$ cat src/rtl/sdio_pkg.sv
// ----------------------------------------------------------------------------
// sdio_pkg
// Shared constants and types for the two-wire serial register master.
// ----------------------------------------------------------------------------
`default_nettype none

package sdio_pkg;

  // Configuration register indexes
  typedef enum logic [0:0] {
    CFG_RELEASE_DELAY = 1'b0,
    CFG_SAMPLE_DELAY  = 1'b1
  } cfg_index_t;

  // Reset values of the delay registers
  localparam logic [7:0] RELEASE_DELAY_RESET = 8'd20;
  localparam logic [7:0] SAMPLE_DELAY_RESET  = 8'd80;

  // Bit counts, loaded as count minus one
  localparam logic [3:0] WRITE_LAST_BIT   = 4'd15;
  localparam logic [3:0] BYTE_LAST_BIT    = 4'd7;

endpackage

`default_nettype wire

$ cat src/rtl/sdio_serial_register_master.sv
// ----------------------------------------------------------------------------
// sdio_serial_register_master
// Master for a two-wire half-duplex serial port: each input word is one tick
// of the bit-level waveform, each result word gives the pin levels of it.
// ----------------------------------------------------------------------------
// The result word is registered: it appears in the cycle after its input word is accepted.
// Throughput: one word per cycle; the output register is reloaded in the
// same cycle it is taken, so the input side only stalls while a result waits.
// Reset: waveform state goes idle (clock high, data line released), delay
// registers return to 20 and 80 ticks, the output register is emptied.
`default_nettype none

module sdio_serial_register_master
  import sdio_pkg::*;
(
  input  wire logic       clk,
  input  wire logic       rst,
  // configuration write port
  input  wire logic       cfg_write,
  input  wire logic [0:0] cfg_index,
  input  wire logic [7:0] cfg_data,
  // input channel
  input  wire logic       in_valid,
  output logic            in_ready,
  input  wire logic       start_req,
  input  wire logic       is_write,
  input  wire logic [6:0] reg_address,
  input  wire logic [7:0] write_data,
  input  wire logic       sdio_in,
  // output channel
  output logic            out_valid,
  input  wire logic       out_ready,
  output logic            sck_level,
  output logic            sdio_out,
  output logic            sdio_drive,
  output logic            busy_res,
  output logic            read_valid,
  output logic [7:0]      read_data
);

  typedef enum logic [2:0] {
    PH_IDLE       = 3'd0,
    PH_SEND_WRITE = 3'd1,
    PH_SEND_READ  = 3'd2,
    PH_RELEASE    = 3'd3,
    PH_SAMPLE     = 3'd4,
    PH_RECEIVE    = 3'd5
  } phase_t;

  logic [7:0]  release_delay;
  logic [7:0]  sample_delay;

  phase_t      phase,         phase_next;
  logic [3:0]  bit_counter,   bit_counter_next;
  logic        clock_half,    clock_half_next;
  logic [7:0]  delay_counter, delay_counter_next;
  logic [15:0] send_shift,    send_shift_next;
  logic [7:0]  receive_shift, receive_shift_next;
  logic        drive_enable,  drive_enable_next;
  logic        done_next;
  logic        accept;

  // Take a new word when the result register is empty or being emptied
  assign in_ready = !out_valid || out_ready;
  assign accept   = in_valid && in_ready;

  // Next waveform state for one tick
  always_comb begin
    phase_next         = phase;
    bit_counter_next   = bit_counter;
    clock_half_next    = clock_half;
    delay_counter_next = delay_counter;
    send_shift_next    = send_shift;
    receive_shift_next = receive_shift;
    drive_enable_next  = drive_enable;
    done_next          = 1'b0;

    case (phase)
      PH_IDLE: begin
        if (start_req) begin
          drive_enable_next = 1'b1;
          clock_half_next   = 1'b0;
          if (is_write) begin
            send_shift_next  = {1'b1, reg_address, write_data};
            bit_counter_next = WRITE_LAST_BIT;
            phase_next       = PH_SEND_WRITE;
          end else begin
            send_shift_next  = {1'b0, reg_address, 8'h00};
            bit_counter_next = BYTE_LAST_BIT;
            phase_next       = PH_SEND_READ;
          end
        end
      end
      PH_SEND_WRITE, PH_SEND_READ: begin
        if (!clock_half) begin
          clock_half_next = 1'b1;
        end else if (bit_counter == 4'd0) begin
          if (phase == PH_SEND_WRITE) begin
            phase_next = PH_IDLE;
          end else if (release_delay != 8'd0) begin
            phase_next         = PH_RELEASE;
            delay_counter_next = release_delay - 8'd1;
          end else begin
            // no release wait: drop the line right away
            drive_enable_next = 1'b0;
            if (sample_delay != 8'd0) begin
              phase_next         = PH_SAMPLE;
              delay_counter_next = sample_delay - 8'd1;
            end else begin
              phase_next       = PH_RECEIVE;
              bit_counter_next = BYTE_LAST_BIT;
              clock_half_next  = 1'b0;
            end
          end
        end else begin
          bit_counter_next = bit_counter - 4'd1;
          send_shift_next  = {send_shift[14:0], 1'b0};
          clock_half_next  = 1'b0;
        end
      end
      PH_RELEASE: begin
        if (delay_counter == 8'd0) begin
          drive_enable_next = 1'b0;
          if (sample_delay != 8'd0) begin
            phase_next         = PH_SAMPLE;
            delay_counter_next = sample_delay - 8'd1;
          end else begin
            phase_next       = PH_RECEIVE;
            bit_counter_next = BYTE_LAST_BIT;
            clock_half_next  = 1'b0;
          end
        end else begin
          delay_counter_next = delay_counter - 8'd1;
        end
      end
      PH_SAMPLE: begin
        if (delay_counter == 8'd0) begin
          phase_next       = PH_RECEIVE;
          bit_counter_next = BYTE_LAST_BIT;
          clock_half_next  = 1'b0;
        end else begin
          delay_counter_next = delay_counter - 8'd1;
        end
      end
      PH_RECEIVE: begin
        if (!clock_half) begin
          clock_half_next    = 1'b1;
          receive_shift_next = {receive_shift[6:0], sdio_in};
        end else if (bit_counter == 4'd0) begin
          // byte complete: take the line back and report it
          phase_next        = PH_IDLE;
          drive_enable_next = 1'b1;
          done_next         = 1'b1;
        end else begin
          bit_counter_next = bit_counter - 4'd1;
          clock_half_next  = 1'b0;
        end
      end
      default: begin
        phase_next      = PH_IDLE;
        clock_half_next = 1'b1;
      end
    endcase
  end

  // Delay registers
  always_ff @(posedge clk) begin
    if (rst) begin
      release_delay <= RELEASE_DELAY_RESET;
      sample_delay  <= SAMPLE_DELAY_RESET;
    end else if (cfg_write) begin
      case (cfg_index_t'(cfg_index))
        CFG_RELEASE_DELAY: release_delay <= cfg_data;
        CFG_SAMPLE_DELAY:  sample_delay  <= cfg_data;
        default: ;
      endcase
    end
  end

  // Advance the waveform state on each accepted tick
  always_ff @(posedge clk) begin
    if (rst) begin
      phase         <= PH_IDLE;
      bit_counter   <= 4'd0;
      clock_half    <= 1'b1;
      delay_counter <= 8'd0;
      send_shift    <= 16'h0000;
      receive_shift <= 8'h00;
      drive_enable  <= 1'b0;
    end else if (accept) begin
      phase         <= phase_next;
      bit_counter   <= bit_counter_next;
      clock_half    <= clock_half_next;
      delay_counter <= delay_counter_next;
      send_shift    <= send_shift_next;
      receive_shift <= receive_shift_next;
      drive_enable  <= drive_enable_next;
    end
  end

  // Result register: hold until taken, reload on accept
  always_ff @(posedge clk) begin
    if (rst) begin
      out_valid <= 1'b0;
    end else if (accept) begin
      out_valid <= 1'b1;
    end else if (out_ready) begin
      out_valid <= 1'b0;
    end
  end

  always_ff @(posedge clk) begin
    if (accept) begin
      sck_level  <= clock_half_next;
      sdio_out   <= drive_enable_next & send_shift_next[15];
      sdio_drive <= drive_enable_next;
      busy_res   <= (phase_next != PH_IDLE);
      read_valid <= done_next;
      read_data  <= done_next ? receive_shift : 8'h00;
    end
  end

  // Checks
  a_idle_clock_high: assert property (@(posedge clk) disable iff (rst)
    (phase == PH_IDLE) |-> clock_half)
    else $error("clock not high while idle");

  a_done_not_busy: assert property (@(posedge clk) disable iff (rst)
    (out_valid && read_valid) |-> (!busy_res && sdio_drive))
    else $error("read completion while busy or line released");

  a_data_only_on_done: assert property (@(posedge clk) disable iff (rst)
    (out_valid && !read_valid) |-> (read_data == 8'h00))
    else $error("read data without completion");

  a_stall_blocks_input: assert property (@(posedge clk) disable iff (rst)
    (out_valid && !out_ready) |-> !in_ready)
    else $error("input taken while result waits");

  a_released_phases: assert property (@(posedge clk) disable iff (rst)
    (phase == PH_SAMPLE || phase == PH_RECEIVE) |-> !drive_enable)
    else $error("line driven while receiving");

endmodule

`default_nettype wire

$ cat config.mk
export PLATFORM = sky130hd
export DESIGN_NAME = sdio_serial_register_master
export DESIGN_NICKNAME = d
export VERILOG_FILES = /design/src/rtl/sdio_pkg.sv /design/src/rtl/sdio_serial_register_master.sv
export SDC_FILE = /design/constraint.sdc
export NUM_CORES = 1
export LEC_CHECK = 0
export ABC_CLOCK_PERIOD_IN_PS = 2970
export BUFFER_PORTS_ARGS = -buffer_cell sky130_fd_sc_hd__buf_2
export CAP_MARGIN = 20
export CORE_ASPECT_RATIO = 2
export CORE_UTILIZATION = 51
export CTS_CLUSTER_DIAMETER = 40
export CTS_CLUSTER_SIZE = 8
export DETAILED_ROUTE_END_ITERATION = 7
export GPL_TIMING_DRIVEN = 1
export PLACE_DENSITY = 0.78
export REMOVE_ABC_BUFFERS = 1
export SYNTH_ARGS = -nofsm -noshare
export SYNTH_HDL_FRONTEND = slang
export SYNTH_SLANG_ARGS = --single-unit
$ cat constraint.sdc
create_clock -name clk -period 2.97 [get_ports clk]
set_input_delay 0.4455 -clock clk [delete_from_list [all_inputs] [get_ports clk]]
set_output_delay 0.4455 -clock clk [all_outputs]
set_load 0.1 [all_outputs]
Yosys cells after proc, flatten, opt, wreduce, memory -nomap -nowiden
Cells that the tools add are included.

Bits in registers: 71. Logic and storage cells: 123. Output and inout port bits: 15. Input port bits: 32.

$add $sub $neg: 4. Reductions and logical operators: 20. Eq/ne operators: 17. Bitwise logic cells: 3. Mux-type cells: 62.

Operators by type and width (count): 16-bit 2-to-1 mux (4); 8-bit 2-to-1 mux (7); 4-bit 2-to-1 mux (11); 16-bit one-hot mux with 2 select lines (1); 3-bit 2-to-1 mux (9); 1-bit 2-to-1 mux (24); 8-bit one-hot mux with 3 select lines (1); 8-bit by 1-bit subtractor with 8-bit output (second input constant) (3); 2-bit != test (second input constant) (10); 4-bit one-hot mux with 5 select lines (1); 8-bit nonzero test (2); 3-bit one-hot mux with 5 select lines (1); 10-bit AND reduction (1); 8-bit logical NOT (1); 3-bit by 2-bit == test with 1-bit output (second input constant) (2); 3-bit == test (second input constant) (2); 3-bit != test (second input constant) (2); 6-bit AND reduction (1); 3-bit nonzero test (2); 1-bit one-hot mux with 5 select lines (1); 5-bit AND reduction (1); 5-bit nonzero test (1); 4-bit logical NOT (1); 1-bit one-hot mux with 4 select lines (1); 13 further kinds (16).

Depth between registers and ports, before layout
Gate-level depths: netlist of the first run.

Depth in word-level cells: 8. Gate-level depth with buffers: 8. Mapped depth without buffers: 7.

Least setup slack after synthesis of the first run
No wires, ideal clock.

Path type: reg-to-reg. Start point: reg out_valid. End point: reg receive_shift[0]. Cell stages (with the launch flop): 8. Setup slack: -0.406 ns. Required time: 2.842 ns. Data arrival time: 3.249 ns. Library setup time: 0.128 ns. Clock period less this slack: 3.376 ns. Cells stage by stage: dfxtp_1 -> nand2b_1 -> nand2_1 -> inv_1 -> nand4b_1 -> clkbuf_1 -> mux2i_1 -> nor2_1.

Word-level cells in the longest chain between the ends: 4.

RTL lines: start, declared (RTL line sdio_serial_register_master.sv:31) `output logic out_valid,`; start signal, assigned (RTL line sdio_serial_register_master.sv:204) `out_valid <= 1'b0;`; start signal, assigned (RTL line sdio_serial_register_master.sv:206) `out_valid <= 1'b1;`; start signal, assigned (RTL line sdio_serial_register_master.sv:208) `out_valid <= 1'b0;`; 1-bit logical NOT (RTL line sdio_serial_register_master.sv:64) `assign in_ready = !out_valid || out_ready;`; 1-bit logical OR (RTL line sdio_serial_register_master.sv:64); via in_ready (RTL line sdio_serial_register_master.sv:24) `output logic in_ready,`; 1-bit logical AND (RTL line sdio_serial_register_master.sv:65) `assign accept = in_valid && in_ready;`; via accept (RTL line sdio_serial_register_master.sv:61) `logic accept;`; 3-bit AND reduction (no source line); end signal, assigned (RTL line sdio_serial_register_master.sv:196) `receive_shift <= receive_shift_next;`; end, declared (RTL line sdio_serial_register_master.sv:58) `logic [7:0] receive_shift, receive_shift_next;`.

The timed path passes the listed nets, and every way through them passes these cells. A chain may end at the register's enable or synchronous reset.

Worst setup path after layout of the first run
Start point: reg release_delay[0]. End point: reg busy_res (data pin).

Word-level cells in the longest chain between the ends: 7.

RTL lines: start, declared (RTL line sdio_serial_register_master.sv:50) `logic [7:0] release_delay;`; start signal, assigned (RTL line sdio_serial_register_master.sv:173) `CFG_RELEASE_DELAY: release_delay <= cfg_data;`; 8-bit nonzero test (RTL line sdio_serial_register_master.sv:100) `end else if (release_delay != 8'd0) begin`; 3-bit 2-to-1 mux (RTL line sdio_serial_register_master.sv:100); 3-bit 2-to-1 mux (RTL line sdio_serial_register_master.sv:98) `if (phase == PH_SEND_WRITE) begin`; 3-bit 2-to-1 mux (RTL line sdio_serial_register_master.sv:97) `end else if (bit_counter == 4'd0) begin`; 3-bit 2-to-1 mux (RTL line sdio_serial_register_master.sv:95) `if (!clock_half) begin`; 3-bit one-hot mux with 5 select lines (RTL line sdio_serial_register_master.sv:78) `case (phase)`; 3-bit nonzero test (RTL line sdio_serial_register_master.sv:217) `busy_res <= (phase_next != PH_IDLE);`; end signal, assigned (RTL line sdio_serial_register_master.sv:217); end, declared (RTL line sdio_serial_register_master.sv:36) `output logic busy_res,`.

Every way passes these cells.

==> run metrics, run 1 <==
status=finished, final reports clean; clk buf depth=2; nets=558; remaining antenna violation count=0; Mapped Cells=486; global-route wire length before repair=18.5 mm; Crit. End Element=flop; Placeable Area=7660 µm²; post-place setup slack=0.500 ns; drt initial violations=202; Buf/Inv on CP=1; Port Buf Inserts=46; register area share after synthesis=38.2%; max_slew headroom=43.7%; synth unique cells=70; Synth Area in Simple Gates=25.5%; Critical Path AT=2.61 ns; main combinational cell family by area after synthesis=compound AO/OA/AOI/OAI gates; EDFF count, synth=13; Post-Synth Adder-Cell Area=1.48%; CP Cell Sequence=inv_1, ha_1, or4b_1, nor4b_1, nor2_1, a2111o_1; Final Cell Area=4680 µm²; max incr delay on CP=0.55 ns; Slew @ Worst Pin=0.838 ns; Num Clock Sinks=71; Primary FF master, synth=dfxtp_1; Max Cap Violations=0; total power=3.12 mW; CP max-delay cell=or4b_1; postcts setup bufs=0; top-count cell post-synth=dfxtp_1; slack of the worst reg-to-reg path=0.45 ns; clk slew on worst S/H paths=0.06 ns; asr flop ratio synth=0%; total I/O pin count=47; post-layout util=61.1%; top cell type's share of synthesized area=28.6%; Initial Utilization=53.1%; H-tree levels=3; DRC Markers=0; vias in the first global route=3,881; Total Wirelength=11.5 mm; PD cells=667 nW/µm²; worst setup margin=0.448 ns; largest net degree at the start of global routing=49; CTS tree=done; total number of vias=3,942; critical path type=flop to flop; Commonest cells post-synth=dfxtp_1 (58), nand2_1 (55), nor2_1 (47); HPWL after DPL=8.63 mm; Area Overhead vs Synth=15.1%; final hold violations=0; setup violators final=0; Clock power frac=37.1%; synthesized area=4060 µm²; Post-Synth XOR/XNOR Area=1.51%; clock root buffer=clkbuf_16; Hold/Removal Path Class=primary input to flop; die width=65.1 µm; total gr overflow=0; initial antenna violation count=0; routability cong.=1.03; Leak Pwr=1.79 nW; Critical Path Start Type=flop; CP Max Fanout=5; drt wl/cell=18.6 µm; Worst EP required=3.05 ns; skew final=0.00745 ns; final worst-path cycle share=84.9%; internal power=2.08 mW; share of layout cells above drive strength 1=16.5%; n_diodes=0; fmax=396 MHz; Sw Ratio=33.3%; Total GRT Usage=29.4%; clock latency on the worst-skew pair=0.34 ns; area leader, netlist=dfxtp_1; via-per-instance ratio=6.35; Synth Area in Compound Gates=25.9%; Hold Buf Count CTS=0; delay-heaviest family, CP=simple AND/OR/NAND/NOR gates; net switching power=1.04 mW; register share of total power=36.9%; Slew Limit Fails=0; DP Area=4350 µm²; DIE AREA=8350 µm²; Syn. warnings=0; fillers=702; RSZ-0062 raised after global routing=no; Cell Rows=45; Logic pwr share=26.0%; hold slack=0.338 ns; die height=128 µm; PostCTS Resize Cnt=0; syn avg cell area=8.36 µm²; post-synthesis mux area share=2.49%; minimum clock period=2.52 ns; register bit total from synthesis=71; Max VDD drop=0.000623 V; DR pass1 iterations=5; synth top area cells=dfxtp_1 (29%), edfxtp_1 (9.6%), nand2_1 (5.1%); total CTS buffers=9
[cells by family after synthesis]
logic type	after synthesis
mux	10
buf+inv	47
fa+ha+maj	5
flops	71
compound gates	151
simple gates	195
xor+xnor	7
[per-layer routing]
layer / global-route usage [%] / vias to the layer above / part of all wire, %
met1: 29.3 / 1859 / 37
met4: 22.9 / 0 / 6.4
met3: 4.98 / 56 / 4.0
li1: - / 1885 / -
met5: 0 / - / 0
met2: 52.0 / 142 / 53
[flip-flops by register name, summed over array words and instances, names as in the netlist, 3 cells and up]
| name | count |
|---|---|
| bit_counter | 4 |
| delay_counter | 8 |
| phase | 3 |
| read_data | 8 |
| receive_shift | 8 |
| release_delay | 8 |
| sample_delay | 8 |
| send_shift | 16 |
[final cells by class]
class / instances / area (µm²) / area share [%]
flip-flops and latches: 71 / 1550 / 33.2
inverters: 16 / 60.1 / 1.28
clock buffers: 10 / 229 / 4.90
repair buffers: 56 / 305 / 6.53
multi-input cells: 368 / 2320 / 49.6
clock inverters: 6 / 95.1 / 2.03
well taps: 94 / 118 / 2.52
[tightest hold or removal path, cell delays in order]
cell and delay, ns:
buf_2 0.09, nand2_1 0.05, nand3_1 0.07
[cell usage in the layout, fill, tap and decap left out, types with 7 or more instances in the layout]
master      n
a211oi_1   24
dfxtp_1    58
inv_1      16
and2_1     11
a21oi_1    36
nor3_1     19
o21ai_0    17
nand2_1    55
clkbuf_16   9
edfxtp_1   13
o211ai_1    7
a22oi_1    20
nor2_1     47
nand3_1    13
mux2i_1     9
buf_2      46
buf_4      10
[metrics by stage]
stage	setup TNS, ns	cells
after floorplan	-23.01	455
after global placement	0	605
after detailed placement	0	605
after CTS	0	621
after global routing	0	621
final	0	621
[final timing paths]
kind                    startpoint              end  cells past startpoint
setup / recovery  release_delay[0]         busy_res                      6
hold / removal         cfg_data[6]  sample_delay[6]                      3
setup reg to reg  release_delay[0]         busy_res                      6
hold reg to reg      send_shift[0]    send_shift[0]                      2
[power groups by stage]
stage / Sequential, mW / Combinational (mW) / Clock [mW]
after global placement: 1.16 / 0.785 / 0
final: 1.15 / 0.810 / 1.16
after floorplan: 1.25 / 0.474 / 0
after detailed placement: 1.17 / 0.796 / 0
after global routing: 1.16 / 0.875 / 1.21
after CTS: 1.15 / 0.801 / 1.17
(Power assumes the default switching activity.)
==> run 2, diff against run 1 <==
--- a/config.mk
+++ b/config.mk
@@ -5,7 +5,7 @@
 export SDC_FILE = /design/constraint.sdc
 export NUM_CORES = 1
 export LEC_CHECK = 0
-export ABC_CLOCK_PERIOD_IN_PS = 2970
+export ABC_CLOCK_PERIOD_IN_PS = 2500
 export BUFFER_PORTS_ARGS = -buffer_cell sky130_fd_sc_hd__buf_2
 export CAP_MARGIN = 20
 export CORE_ASPECT_RATIO = 2
==> constraint.sdc (replaced) <==
create_clock -name clk -period 2.5 [get_ports clk]
set_input_delay 0.375 -clock clk [delete_from_list [all_inputs] [get_ports clk]]
set_output_delay 0.375 -clock clk [all_outputs]
set_load 0.1 [all_outputs]
==> run 2 against run 1 <==
  * Cell count is 2.3% higher
  * Wire length is 1.9% higher
  * Flip-flop and latch count stayed put
  * Setup slack worse by 0.25 ns
  * Sequential share of layout area is 0.91 points lower
  * Critical path type unchanged
==> run metrics, run 2 (synthesis gave the netlist of run 1 again) <==
via-per-instance ratio=6.38; critical path type=flop to flop; Area Overhead vs Synth=18.3%; die width=65.1 µm; largest net degree at the start of global routing=49; total I/O pin count=47; total gr overflow=0; hold path endpoint=receive_shift[0]; post-place setup slack=0.183 ns; Critical Path AT=2.39 ns; worst reg2reg path startpoint=release_delay[0]; max_slew headroom=60.3%; skew final=0.00535 ns; Reg with most FFs=send_shift; nets=572; final hold violations=0; total number of vias=4,052; Sw Ratio=33.5%; Worst EP required=2.59 ns; status=finished, final reports clean; slack of the worst reg-to-reg path=0.19 ns; Slew Limit Fails=0; net switching power=1.26 mW; Cell Rows=45; Clock power frac=37.2%; Max VDD drop=0.000593 V; Max Cap Violations=0; n_diodes=0; reg2reg end=busy_res; global-route wire length before repair=19.1 mm; Logic pwr share=27.0%; drt initial violations=256; fmax=434 MHz; Non-Filler Instances=635; total CTS buffers=9; Placeable Area=7660 µm²; register share of total power=35.8%; setup violators final=0; Num Clock Sinks=71; commonest cells after routing, fill and taps aside=dfxtp_1 (58), nand2_1 (55), nor2_1 (47), buf_2 (46), a21oi_1 (36); share of layout cells above drive strength 1=19.2%; Critical Path Start Type=flop; RSZ-0062 raised after global routing=no; Total Wirelength=11.8 mm; Placed Instances=619; max FFs per register=16; Total GRT Usage=30.4%; Port Buf Inserts=46; die height=128 µm; minimum clock period=2.31 ns; clock latency on the worst-skew pair=0.34 ns; Hold Buf Count CTS=0; clk slew on worst S/H paths=0.06 ns; CP Max Fanout=5; hold_sp=sdio_in; final worst-path cycle share=92.3%; Hold/Removal Path Class=primary input to flop; initial antenna violation count=0; internal power=2.50 mW; DR pass1 iterations=5; HPWL after DPL=8.84 mm; H-tree levels=3; CTS tree=done; DRC Markers=0; reg2reg path depth=6; vias in the first global route=4,049; worst setup margin=0.193 ns; Slew @ Worst Pin=0.592 ns; PD cells=784 nW/µm²; Crit. End Element=flop; routability cong.=0.962; Leak Pwr=1.87 nW; clk buf depth=2; clock root buffer=clkbuf_16; remaining antenna violation count=0; Hold Crit Depth=3; total power=3.77 mW; drt wl/cell=18.5 µm; commonest non-fill, non-tap cell in the layout=dfxtp_1; DIE AREA=8350 µm²; Initial Utilization=53.1%
-- run 2: changes by cell type in the layout (fill, tap and decap cells not counted), sizes merged --
cell	change
buf	+14
clkinv	-3
inv	+3
clkinvlp	+1
clkbuf	-1
-- run 2: power groups by stage --
stage / Clock [mW] / Sequential (mW) / Combinational (mW)
2_1_floorplan: 0 / 1.49 / 0.563
3_3_place_gp: 0 / 1.36 / 0.976
3_5_place_dp: 0 / 1.37 / 0.994
4_1_cts: 1.42 / 1.35 / 1.00
5_1_grt: 1.46 / 1.36 / 1.10
6_report: 1.40 / 1.35 / 1.02
-- run 2: critical path: stages, from the launching register on --
cell and delay, ns:
dfxtp_1 0.34, inv_1 0.07, ha_1 0.22, or4b_1 0.52
nor4b_1 0.38, nor2_1 0.12, a2111o_1 0.42
-- run 2: per-stage QoR --
stage	TNS [ns]	util, %	hold slack [ns]	instance area [µm²]
after floorplan	-45.76	-	0.440	3920
after global placement	0	58.4	0.457	4470
after detailed placement	0	58.4	0.483	4470
after CTS	0	62.6	0.263	4800
after global routing	0	62.8	0.286	4810
final	0	62.8	0.266	4810
-- run 2: what timing repair did --
action | 4_1_cts | 5_1_grt
setup buffers | 0 | 0
setup endpoints to repair | 0 | 1
resized for setup | 0 | 3
-- run 2: worst max-delay path by stage --
stage,start,to,slack (ns),depth (start not counted)
final,release_delay[0],busy_res,0.19,6
after global routing,release_delay[0],sdio_out,0.06,7
after CTS,sample_delay[5],delay_counter[0],0.18,6
after detailed placement,release_delay[0],sdio_out,0.18,7
after global placement,sample_delay[5],delay_counter[0],0.22,6
after floorplan,out_valid,send_shift[15],-1.67,5
-- run 2: area by class of cell --
type,instances,area (µm²)
clock inverter,7,103
inverter,16,60.1
clock buffer,9,225
timing repair buffer,70,423
tap,94,118
fill,698,2850
sequential,71,1550
multi-input combinational,368,2330
-- run 2: routing by layer --
metal | GRT usage [%] | routed length, µm | up-vias
li1 | - | - | 1913
met1 | 29.3 | 4100 | 1909
met2 | 53.5 | 6210 | 165
met3 | 5.07 | 441 | 65
met4 | 27.0 | 993 | 0
met5 | 0 | 0 | -
==> run 3, diff against run 2 <==
--- a/config.mk
+++ b/config.mk
@@ -15,7 +15,6 @@
 export DETAILED_ROUTE_END_ITERATION = 7
 export GPL_TIMING_DRIVEN = 1
 export PLACE_DENSITY = 0.78
-export REMOVE_ABC_BUFFERS = 1
 export SYNTH_ARGS = -nofsm -noshare
 export SYNTH_HDL_FRONTEND = slang
 export SYNTH_SLANG_ARGS = --single-unit
==> run 3 against run 2 <==
  * Global-route usage increased by 1.3 points
  * Register-to-register slack worse by 0.03 ns
  * Via count grew 1.1%
  * Critical path depth increased by 1
  * Wire length up 3.3%
  * Setup slack worse by 0.034 ns
  * Flip-flop and latch count unchanged
  * Largest cell class unchanged
  * Largest power group is now sequential cells
  * Final area rose by 0.55%
  * Count of clock-buffer cells in the layout grew 1
  * Power down 0.93%
  * Combinational power is essentially flat
==> run metrics, run 3 (synthesis gave the netlist of run 1 again) <==
total I/O pin count=47; H-tree levels=3; Reg with most FFs=send_shift; Leak Pwr=1.90 nW; worst setup margin=0.160 ns; minimum clock period=2.34 ns; DIE AREA=8350 µm²; Worst EP required=2.57 ns; Slew @ Worst Pin=0.809 ns; Non-Filler Instances=642; PostCTS Resize Cnt=0; die width=65.1 µm; reg2reg end=sdio_out; CP Max Fanout=5; Critical Path Start Type=flop; Initial Utilization=53.1%; fillers=694; PD cells=772 nW/µm²; DR pass1 iterations=7; Critical Path AT=2.41 ns; Hold Crit Depth=3; Hold/Removal Path Class=primary input to flop; max_slew headroom=45.9%; total power=3.73 mW; routability cong.=0.968; DP Area=4520 µm²; Port Buf Inserts=46; met3 Resource Use GR=5.07%; post-place setup slack=0.170 ns; remaining antenna violation count=0; largest net degree at the start of global routing=49; drt wl/cell=18.9 µm; RSZ-0062 raised after global routing=no; DRC Markers=0; Area Overhead vs Synth=19.0%; CTS tree=done; clk slew on worst S/H paths=0.05 ns; CP startpoint=release_delay[0]; Hold Buf Count CTS=0; n_diodes=0; clock root buffer=clkbuf_16; hold path endpoint=receive_shift[0]; fmax=427 MHz; slack of the worst reg-to-reg path=0.16 ns; Cell Rows=45; Post-Syn Nets=522; hold slack=0.270 ns; max FFs per register=16; share of layout cells above drive strength 1=20.1%; Total GRT Usage=31.7%; worst reg2reg path startpoint=release_delay[0]; Crit. End Element=flop; die height=128 µm; vias in the first global route=4,130; total gr overflow=0; skew final=0.00624 ns; clk buf depth=2; setup violators final=0; total number of vias=4,097; final worst-path cycle share=93.6%; Most Crowded Layer GR=met2; commonest non-fill, non-tap cell in the layout=dfxtp_1; Placed Instances=626; HPWL after DPL=9.01 mm; critical path type=flop to flop; status=finished, final reports clean; Slew Limit Fails=0; global-route wire length before repair=19.9 mm; Max Cap Violations=0; via-per-instance ratio=6.38; Num Clock Sinks=71; Fin Setup TNS=0 ns; Placeable Area=7660 µm²; post-layout util=63.1%; drt initial violations=297; postcts setup bufs=0; commonest cells after routing, fill and taps aside=dfxtp_1 (57), nand2_1 (55), nor2_1 (47), buf_2 (46), a21oi_1 (36); clock latency on the worst-skew pair=0.34 ns; nets=579; hold_sp=sdio_in; GR met1 Demand/Resource=30.8%; reg2reg path depth=7; total CTS buffers=9; Max VDD drop=0.000769 V; Final Cell Area=4830 µm²; routing usage on met2=55.6%; Total Wirelength=12.1 mm; final hold violations=0; initial antenna violation count=0
-- run 3: cell types whose count changed in the layout (fill, tap and decap cells not counted), moves of 2 or more --
cell	change
nor3_1	+2
buf_4	+8
clkinv_2	+2
nor3_2	-2
inv_6	-3
-- run 3: worst max-delay path: stages, from the launching register on --
cell and delay [ns]:
dfxtp_1 0.34, inv_1 0.08, ha_1 0.23, or4b_1 0.53
nor4b_1 0.37, o21ai_0 0.17, a21o_1 0.22, a21boi_0 0.13
-- run 3: cell type report --
cell class                      count  area, µm²  area share (%)
Clock buffer                       10        229            4.74
Tap cell                           94        118            2.43
Multi-Input combinational cell    368       2320            48.1
Inverter                           16       60.1            1.24
Sequential cell                    71       1550            32.1
Timing Repair Buffer               77        463            9.58
Clock inverter                      6       86.3            1.79
-- run 3: worst max path at each step --
stage                            end  slack, ns  depth (start not counted)
detailed placement          sdio_out       0.17                          7
finish                      sdio_out       0.16                          7
global placement            busy_res       0.25                          6
CTS                         sdio_out       0.16                          7
global route                sdio_out      0.004                          7
floorplan           receive_shift[0]       0.14                          7
-- run 3: metal layers --
layer | part of all wire, % | up-vias | wire length (µm)
met4 | 8.8 | 0 | 1060
met5 | 0 | - | 0
met2 | 53 | 175 | 6390
li1 | - | 1935 | -
met1 | 34 | 1918 | 4190
met3 | 4.2 | 69 | 505
-- run 3: report_power, final --
group          internal (mW)  total, mW  switching (mW)
Sequential              1.26       1.36           0.101
Combinational          0.370       1.02           0.647
Clock                  0.871       1.36           0.487
Total                   2.50       3.73            1.23
